## src/hw/rtl/sswp_pkg.sv

```systemverilog
// Types, constants and alphabet lookups for the short string word packer.
package sswp_pkg;

  localparam int unsigned SMALL_BITS = 5;
  localparam int unsigned MID_BITS   = 6;
  localparam int unsigned FULL_BITS  = 7;
  localparam int unsigned CNT_W      = 4;
  localparam logic [CNT_W-1:0] COUNT_SAT = 4'd13;

  localparam logic [1:0] TAG_NONE  = 2'd0;
  localparam logic [1:0] TAG_FULL  = 2'd1;
  localparam logic [1:0] TAG_MID   = 2'd2;
  localparam logic [1:0] TAG_SMALL = 2'd3;

  localparam int unsigned FIT_FULL  = 0;
  localparam int unsigned FIT_MID   = 1;
  localparam int unsigned FIT_SMALL = 2;

  typedef struct packed {
    logic [7:0] char_byte;
    logic       char_valid;
    logic       is_last;
  } sswp_item_t;

  typedef struct packed {
    logic       fits;
    logic [1:0] alphabet_used;
  } sswp_tag_t;

  typedef struct packed {
    logic                  hit;
    logic [SMALL_BITS-1:0] code;
  } sswp_code_s_t;

  typedef struct packed {
    logic                hit;
    logic [MID_BITS-1:0] code;
  } sswp_code_m_t;

  function automatic sswp_code_s_t code_small(input logic [7:0] b);
    sswp_code_s_t r;
    r.hit  = 1'b1;
    r.code = '0;
    if (b >= 8'h61 && b <= 8'h7a) begin
      r.code = 5'(b - 8'd92);
    end else begin
      case (b)
        8'h00: r.code = 5'd0;
        8'h2d: r.code = 5'd1;
        8'h21: r.code = 5'd2;
        8'h60: r.code = 5'd3;
        8'h26: r.code = 5'd4;
        default: r.hit = 1'b0;
      endcase
    end
    return r;
  endfunction

  function automatic sswp_code_m_t code_mid(input logic [7:0] b);
    sswp_code_m_t r;
    r.hit  = 1'b1;
    r.code = '0;
    if (b >= 8'h30 && b <= 8'h39) begin
      r.code = 6'(b - 8'd35);
    end else if (b >= 8'h61 && b <= 8'h7a) begin
      r.code = 6'(b - 8'd74);
    end else if (b >= 8'h41 && b <= 8'h47) begin
      r.code = 6'(b - 8'd16);
    end else begin
      case (b)
        8'h00: r.code = 6'd0;
        8'h2d: r.code = 6'd1;
        8'h2b: r.code = 6'd2;
        8'h2f: r.code = 6'd3;
        8'h2a: r.code = 6'd4;
        8'h28: r.code = 6'd5;
        8'h29: r.code = 6'd6;
        8'h20: r.code = 6'd7;
        8'h21: r.code = 6'd8;
        8'h3d: r.code = 6'd9;
        8'h3c: r.code = 6'd10;
        8'h3e: r.code = 6'd11;
        8'h2e: r.code = 6'd12;
        8'h49: r.code = 6'd56;
        8'h4e: r.code = 6'd57;
        8'h4f: r.code = 6'd58;
        8'h50: r.code = 6'd59;
        8'h52: r.code = 6'd60;
        8'h53: r.code = 6'd61;
        8'h54: r.code = 6'd62;
        default: r.hit = 1'b0;
      endcase
    end
    return r;
  endfunction

endpackage

```

## src/hw/rtl/sswp_if.sv

```systemverilog
// Valid/ready channel interfaces for the packer's input and result words.
interface sswp_in_if;
  logic       valid;
  logic       ready;
  logic [7:0] char_byte;
  logic       char_valid;
  logic       is_last;

  modport source (output valid, output char_byte, output char_valid, output is_last,
                  input ready);
  modport sink   (input valid, input char_byte, input char_valid, input is_last,
                  output ready);
endinterface

interface sswp_out_if #(parameter int WORD_BITS = 64);
  logic                 valid;
  logic                 ready;
  logic [WORD_BITS-1:0] packed_word;
  logic                 fits;
  logic [1:0]           alphabet_used;

  modport source (output valid, output packed_word, output fits, output alphabet_used,
                  input ready);
  modport sink   (input valid, input packed_word, input fits, input alphabet_used,
                  output ready);
endinterface

```

## src/hw/rtl/sswp_core.sv

```systemverilog
// Packing state: per-alphabet accumulators, fit flags and character count.
module sswp_core import sswp_pkg::*; #(
  parameter int WORD_BITS = 64
) (
  input  logic                 clk,
  input  logic                 rst_n,
  input  logic                 step,
  input  sswp_item_t           item,
  output logic [WORD_BITS-1:0] res_word,
  output sswp_tag_t            res_tag
);

  localparam int S_MAX = (WORD_BITS - 2) / SMALL_BITS;
  localparam int M_MAX = (WORD_BITS - 2) / MID_BITS;
  localparam int F_MAX = (WORD_BITS - 2) / FULL_BITS;
  localparam int S_W   = S_MAX * SMALL_BITS;
  localparam int M_W   = M_MAX * MID_BITS;
  localparam int F_W   = F_MAX * FULL_BITS;

  logic [CNT_W-1:0] count_r, count_nxt;
  logic [S_W-1:0]   acc_s_r, acc_s_nxt;
  logic [M_W-1:0]   acc_m_r, acc_m_nxt;
  logic [F_W-1:0]   acc_f_r, acc_f_nxt;
  logic [2:0]       fit_r, fit_nxt;

  sswp_code_s_t     cs;
  sswp_code_m_t     cm;
  logic             f_hit;
  logic [5:0]       cnt6;

  always_comb begin
    cs    = code_small(item.char_byte);
    cm    = code_mid(item.char_byte);
    f_hit = !item.char_byte[7] && (item.char_byte[6:0] != 7'h7f);
    cnt6  = 6'(count_r);

    count_nxt = count_r;
    acc_s_nxt = acc_s_r;
    acc_m_nxt = acc_m_r;
    acc_f_nxt = acc_f_r;
    fit_nxt   = fit_r;

    if (item.char_valid) begin
      if (cs.hit && (count_r < CNT_W'(S_MAX)))
        acc_s_nxt = acc_s_r | (S_W'(cs.code) << (cnt6 * 6'(SMALL_BITS)));
      else
        fit_nxt[FIT_SMALL] = 1'b0;
      if (cm.hit && (count_r < CNT_W'(M_MAX)))
        acc_m_nxt = acc_m_r | (M_W'(cm.code) << (cnt6 * 6'(MID_BITS)));
      else
        fit_nxt[FIT_MID] = 1'b0;
      if (f_hit && (count_r < CNT_W'(F_MAX)))
        acc_f_nxt = acc_f_r | (F_W'(item.char_byte[6:0]) << (cnt6 * 6'(FULL_BITS)));
      else
        fit_nxt[FIT_FULL] = 1'b0;
      if (count_r < COUNT_SAT)
        count_nxt = count_r + 1'b1;
    end

    if (fit_nxt[FIT_SMALL]) begin
      res_word = WORD_BITS'({acc_s_nxt, 2'b00}) | WORD_BITS'(TAG_SMALL);
      res_tag  = '{fits: 1'b1, alphabet_used: TAG_SMALL};
    end else if (fit_nxt[FIT_MID]) begin
      res_word = WORD_BITS'({acc_m_nxt, 2'b00}) | WORD_BITS'(TAG_MID);
      res_tag  = '{fits: 1'b1, alphabet_used: TAG_MID};
    end else if (fit_nxt[FIT_FULL]) begin
      res_word = WORD_BITS'({acc_f_nxt, 2'b00}) | WORD_BITS'(TAG_FULL);
      res_tag  = '{fits: 1'b1, alphabet_used: TAG_FULL};
    end else begin
      res_word = '0;
      res_tag  = '{fits: 1'b0, alphabet_used: TAG_NONE};
    end
  end

  always_ff @(posedge clk) begin
    if (!rst_n || (step && item.is_last)) begin
      count_r <= '0;
      acc_s_r <= '0;
      acc_m_r <= '0;
      acc_f_r <= '0;
      fit_r   <= 3'b111;
    end else if (step) begin
      count_r <= count_nxt;
      acc_s_r <= acc_s_nxt;
      acc_m_r <= acc_m_nxt;
      acc_f_r <= acc_f_nxt;
      fit_r   <= fit_nxt;
    end
  end

endmodule

```

## src/hw/rtl/short_string_word_packer.sv

```systemverilog
// Top level of the short string word packer.
//
//   channel | dir | words                                   | handshake
//   in_ch   | in  | char_byte, char_valid, is_last          | valid/ready
//   out_ch  | out | packed_word, fits, alphabet_used        | valid/ready
//
// One input word per cycle while the output is not stalled; the result for a word
// marked is_last passes through the input register, then the result register.
// Non-last words drain from the input register every cycle; a last word waits
// on a full result register, so a stalled output stops input once a last word
// reaches the input register.
// Reset (synchronous) empties both registers and restores the packing state.
module short_string_word_packer import sswp_pkg::*; #(
  parameter int WORD_BITS = 64
) (
  input  logic       clk,
  input  logic       rst_n,
  sswp_in_if.sink    in_ch,
  sswp_out_if.source out_ch
);

  logic                 s1_valid_r;
  sswp_item_t           s1_item_r;
  logic                 s1_go;
  logic                 out_free;
  logic                 out_valid_r;
  logic [WORD_BITS-1:0] out_word_r;
  sswp_tag_t            out_tag_r;
  logic [WORD_BITS-1:0] res_word;
  sswp_tag_t            res_tag;

  assign out_free    = !out_valid_r || out_ch.ready;
  assign s1_go       = s1_valid_r && (!s1_item_r.is_last || out_free);
  assign in_ch.ready = !s1_valid_r || s1_go;

  always_ff @(posedge clk) begin
    if (!rst_n) begin
      s1_valid_r <= 1'b0;
    end else if (in_ch.valid && in_ch.ready) begin
      s1_valid_r <= 1'b1;
    end else if (s1_go) begin
      s1_valid_r <= 1'b0;
    end
  end

  always_ff @(posedge clk) begin
    if (in_ch.valid && in_ch.ready) begin
      s1_item_r <= '{char_byte: in_ch.char_byte, char_valid: in_ch.char_valid,
                     is_last: in_ch.is_last};
    end
  end

  sswp_core #(.WORD_BITS(WORD_BITS)) u_core (
    .clk      (clk),
    .rst_n    (rst_n),
    .step     (s1_go),
    .item     (s1_item_r),
    .res_word (res_word),
    .res_tag  (res_tag)
  );

  always_ff @(posedge clk) begin
    if (!rst_n) begin
      out_valid_r <= 1'b0;
    end else if (s1_go && s1_item_r.is_last) begin
      out_valid_r <= 1'b1;
    end else if (out_ch.ready) begin
      out_valid_r <= 1'b0;
    end
  end

  always_ff @(posedge clk) begin
    if (s1_go && s1_item_r.is_last) begin
      out_word_r <= res_word;
      out_tag_r  <= res_tag;
    end
  end

  assign out_ch.valid         = out_valid_r;
  assign out_ch.packed_word   = out_word_r;
  assign out_ch.fits          = out_tag_r.fits;
  assign out_ch.alphabet_used = out_tag_r.alphabet_used;

endmodule

```

## src/flat_wrapper.sv

```systemverilog
// flat-port wrapper written by rule: the top's interface ports become plain ports
module short_string_word_packer_flat import sswp_pkg::*;
#(
  parameter int WORD_BITS = 64
)
  (clk, rst_n, in_ch_valid, in_ch_char_byte, in_ch_char_valid, in_ch_is_last, in_ch_ready, out_ch_valid, out_ch_packed_word, out_ch_fits, out_ch_alphabet_used, out_ch_ready);
  sswp_in_if in_ch_i ();
  sswp_out_if #(.WORD_BITS(WORD_BITS)) out_ch_i ();
  input  logic clk;
  input  logic rst_n;
  input wire logic [$bits(in_ch_i.valid)-1:0] in_ch_valid;
  input wire logic [$bits(in_ch_i.char_byte)-1:0] in_ch_char_byte;
  input wire logic [$bits(in_ch_i.char_valid)-1:0] in_ch_char_valid;
  input wire logic [$bits(in_ch_i.is_last)-1:0] in_ch_is_last;
  output wire logic [$bits(in_ch_i.ready)-1:0] in_ch_ready;
  output wire logic [$bits(out_ch_i.valid)-1:0] out_ch_valid;
  output wire logic [$bits(out_ch_i.packed_word)-1:0] out_ch_packed_word;
  output wire logic [$bits(out_ch_i.fits)-1:0] out_ch_fits;
  output wire logic [$bits(out_ch_i.alphabet_used)-1:0] out_ch_alphabet_used;
  input wire logic [$bits(out_ch_i.ready)-1:0] out_ch_ready;
  assign in_ch_i.valid = in_ch_valid;
  assign in_ch_i.char_byte = in_ch_char_byte;
  assign in_ch_i.char_valid = in_ch_char_valid;
  assign in_ch_i.is_last = in_ch_is_last;
  assign in_ch_ready = in_ch_i.ready;
  assign out_ch_valid = out_ch_i.valid;
  assign out_ch_packed_word = out_ch_i.packed_word;
  assign out_ch_fits = out_ch_i.fits;
  assign out_ch_alphabet_used = out_ch_i.alphabet_used;
  assign out_ch_i.ready = out_ch_ready;
  short_string_word_packer #(.WORD_BITS(WORD_BITS)) u_core (.clk(clk), .rst_n(rst_n), .in_ch(in_ch_i), .out_ch(out_ch_i));
endmodule
```

## config.mk

```make
export PLATFORM = sky130hd
export DESIGN_NAME = short_string_word_packer_flat
export DESIGN_NICKNAME = d
export VERILOG_FILES = /design/src/hw/rtl/sswp_pkg.sv /design/src/hw/rtl/sswp_if.sv /design/src/hw/rtl/sswp_core.sv /design/src/hw/rtl/short_string_word_packer.sv /design/src/flat_wrapper.sv
export SDC_FILE = /design/constraint.sdc
export NUM_CORES = 1
export LEC_CHECK = 0
export BUFFER_PORTS_ARGS = -buffer_cell sky130_fd_sc_hd__clkbuf_2
export CORE_UTILIZATION = 30
export CTS_BUF_LIST = sky130_fd_sc_hd__clkbuf_2 sky130_fd_sc_hd__clkbuf_4 sky130_fd_sc_hd__clkbuf_8
export DETAILED_ROUTE_END_ITERATION = 8
export PLACE_DENSITY = 0.51
export SYNTH_ARGS = -nofsm -noshare
export SYNTH_HDL_FRONTEND = slang
export SYNTH_SLANG_ARGS = --single-unit
```

## constraint.sdc

```tcl
create_clock -name clk -period 3.5 [get_ports clk]
set_input_delay 0.35 -clock clk [delete_from_list [all_inputs] [get_ports clk]]
set_output_delay 0.35 -clock clk [all_outputs]
set_load 0.1 [all_outputs]
```

==> summary.md <==
| Metric | Value |
|---|---|
| HP Class | `in -> reg` |
| Ys Warns | `0` |
| Largest fanout on the critical path | `22` |
| Initial DRC count | `1543` |
| Placement Rows | `79` |
| Synth Area in Simple Gates | `17.8%` |
| Distinct cell type count after synthesis | `106` |
| Crit path kind | `reg -> reg` |
| Layout cells sized above 1 | `32.2%` |
| Routed WL | `60.3 mm` |
| Drt wl/cell | `22.9 um` |
| VDD IR max | `0.210 mV` |
| Worst-skew pair later-pin latency | `0.63 ns` |
| Worst-Margin Slew | `1.09 ns` |
| ANT cells | `0` |
| Synth Area in XOR/XNOR | `1.04%` |
| RSZ-0062 raised after global routing | `yes` |
| Num CTS Buffers | `46` |
| Main synth FF type | `dfxtp_1` |
| Critical Path Sink Type | `flip-flop` |
| Io pins | `83` |
| Crit start category | `flip-flop` |
| LEAKAGE | `7.20 nW` |
| I/O Buffers | `80` |
| CTS sink cnt | `258` |
| Synth Instances | `1665` |
| Drt drc | `5` |
| Peak Freq | `0.288 GHz` |
| Slew headroom | `27.0%` |
| Vias in the first global route | `13.9k` |
| Worst endpoint data arrival time | `3.83 ns` |
| Max-cap check violation count | `0` |
| Final Hold Fails | `0` |
| Register area | `5900 um^2` |
| Routed vias | `14.8k` |
| Setup_tns | `0 ns` |
| Worst Hold Path Cells | `2` |
| Synth area leaders | `dfxtp_1 (26%), edfxtp_1 (15%), nor2_1 (7.1%)` |
| Final critical-path required period | `3.47 ns` |
| DP HPWL | `44.5 mm` |
| Clock transition at the registers of the reported paths | `0.07 ns` |
| Mean Syn Cell Area | `8.63 um^2` |
| PwrDens | `404 nW/um^2` |
| FILL cells | `4811` |
| Post-route ant nets | `0` |
| Final Max Slew Viols | `0` |
| Status | `finished with violations` |
| Die area | `48800 um^2` |
| DRT Pass-1 Iters | `9` |
| Cell Area, Synth | `14400 um^2` |
| First-pass GRT wire length | `89.4 mm` |
| Yosys top cell by area | `dfxtp_1` |
| Failing checks | `design-rule violations` |
| Final worst setup slack | `0.0299 ns` |
| GP Congestion | `0.941` |
| Via-to-Cell Ratio | `5.61` |
| Mux cell area share after synthesis | `2.29%` |
| Root buf cell | `clkbuf_8` |
| Period utilisation layout | `99.1%` |
| Compound-Gate Fraction of Synth Area | `29.2%` |
| Starting Density | `30.7%` |
| Top-area cell type share of the netlist area | `25.8%` |
| Place WS | `-0.319 ns` |
| Critical path required time | `3.86 ns` |
| Layout net count | `2032` |
| Core ar. | `46900 um^2` |
| Area grow syn2layout | `32.9%` |
| Yosys reg bits | `258` |
| Largest net degree at the start of global routing | `64` |
| Largest family of logic cells by synthesized area | `compound AO/OA/AOI/OAI gates` |
| Adder-cell area share of the yosys netlist | `3.28%` |
| Footprint of the multi-input gates | `8350 um^2` |
| CTS Buffer Depth | `3` |
| Asr flop ratio synth | `0%` |
| Final setup viols | `0` |
| Gr usage total | `24.1%` |
| Die Width | `221 um` |
| R2R cell count | `14` |
| Final worst clock skew | `0.0181 ns` |
| EDFF count, synth | `73` |
| Initial antenna violation count | `2` |
| Sequential share of the synthesized area | `41.0%` |
| Power Total | `7.71 mW` |
| Hold slack | `0.0361 ns` |
| Die H | `221 um` |
| CTS H-tree depth | `2` |
| CTS tree | `built` |
| Global route total overflow | `0` |
metal layers:
layer  routed length (um)  part of all wire [%]  track usage (%)
met4                 1770                   2.9             8.12
met5                   11                 0.018                0
met2                26700                    44             36.9
met1                26400                    44             33.0
met3                 5390                   8.9             5.80
worst max-delay path, stage by stage (launching register included):
cell      delay, ns
edfxtp_1       0.40
inv_2          0.08
ha_2           0.21
buf_4          0.16
buf_4          0.16
o311a_4        0.33
nor4_4         0.32
buf_4          0.19
nand3_2        0.13
o221a_4        0.32
buf_4          0.18
nor2_4         0.17
inv_8          0.11
nor2_1         0.32
a211oi_1       0.12
cells in the final DEF (no fill, tap or decap), types with 38 or more instances in the layout:
master    netlist  layout
dfxtp_1       185     183
clkbuf_8        0      50
nand2_1        92      92
clkbuf_2        0      80
inv_1          40      38
buf_4           7     287
a211oi_1       63      51
nor3_1         63      51
edfxtp_1       73      73
nor2_1        272     256
o21ai_0        83      70
a21oi_1       199     189
kinds of logic (layout without fill, tap and decap cells):
logic type	Yosys count	count (layout)
buffers and inverters	170	525
DFF	258	258
AOI/OAI and AO/OA	598	598
xor gates and xnor gates	17	17
muxes	28	28
and+or+nand+nor	559	559
adders and majority gates	34	34
other	1	2
per-stage QoR:
| stage | std cells | util [%] | instance area [um^2] |
|---|---|---|---|
| after global placement | 2515 | 37.0 | 17300 |
| after detailed placement | 2515 | 37.0 | 17300 |
| final | 2628 | 40.7 | 19100 |
| after CTS | 2615 | 39.6 | 18500 |
| after floorplan | 1666 | - | 14400 |
| after global routing | 2628 | 40.7 | 19100 |
flip-flops by register name (all words and copies together) (netlist names):
signal                       cells
u_core.out_ch.packed_word       60
u_core.u_core.acc_m_r           60
u_core.u_core.acc_s_r           60
u_core.u_core.acc_f_r           56
u_core.s1_item_r                10
u_core.u_core.count_r            4
u_core.u_core.fit_r              3
u_core.out_ch.alphabet_used      2
u_core.out_ch.fits               1
u_core.out_ch.valid              1
u_core.s1_valid_r                1
layout make-up:
class	instances	share of cell area, %
multi-input combinational	1238	43.7
sequential	258	30.9
timing repair buffer	394	15.6
clock buffer	70	4.39
tap	607	3.98
inverter	46	0.944
clock inverter	15	0.466
cell usage after synthesis (all sizes together) (5+ instances only):
library cell	n
o2111ai	7
a221oi	10
o221ai	11
nand3	29
buf	55
xor2	7
nor2b	8
o32ai	5
nor4	8
a22oi	6
a211oi	69
a22o	6
a31oi	41
a311oi	30
clkbuf	69
o22ai	19
a21boi	6
a2111oi	10
edfxtp	73
inv	42
mux2i	19
nor2	276
nand2b	11
nand2	92
or3	7
o211ai	15
and2	22
mux2	6
o21ai	100
a32oi	5
o211a	7
ha	28
nor3	66
fa	6
dfxtp	185
a211o	9
a21oi	202
nand4	8
xnor2	10
and3	13
report_power, final:
| group | switching (mW) | internal (mW) | leakage (nW) |
|---|---|---|---|
| Clock | 1.37 | 1.54 | 0.503 |
| Sequential | 0.0246 | 3.13 | 2.17 |
| Combinational | 1.10 | 0.546 | 4.53 |
worst paths after layout:
check | slack [ns] | to | start
worst max-delay path | 0.03 | u_core.out_ch.packed_word[42] | u_core.s1_item_r[2]
worst min-delay path | 0.04 | u_core.out_ch.valid | rst_n
worst max register to register | 0.03 | u_core.out_ch.packed_word[42] | u_core.s1_item_r[2]
worst min register to register | 0.45 | u_core.u_core.acc_m_r[15] | u_core.u_core.acc_m_r[15]
what timing repair did:
item,in CTS,in global routing
endpoints found under the hold margin,11,0
endpoints found under the setup margin,58,85
gates resized for setup,34,107
pin swaps,5,27
gates cloned,0,1
hold buffers,11,0
setup buffers,4,12
No activity file was read; power rests on OpenSTA's default activity.
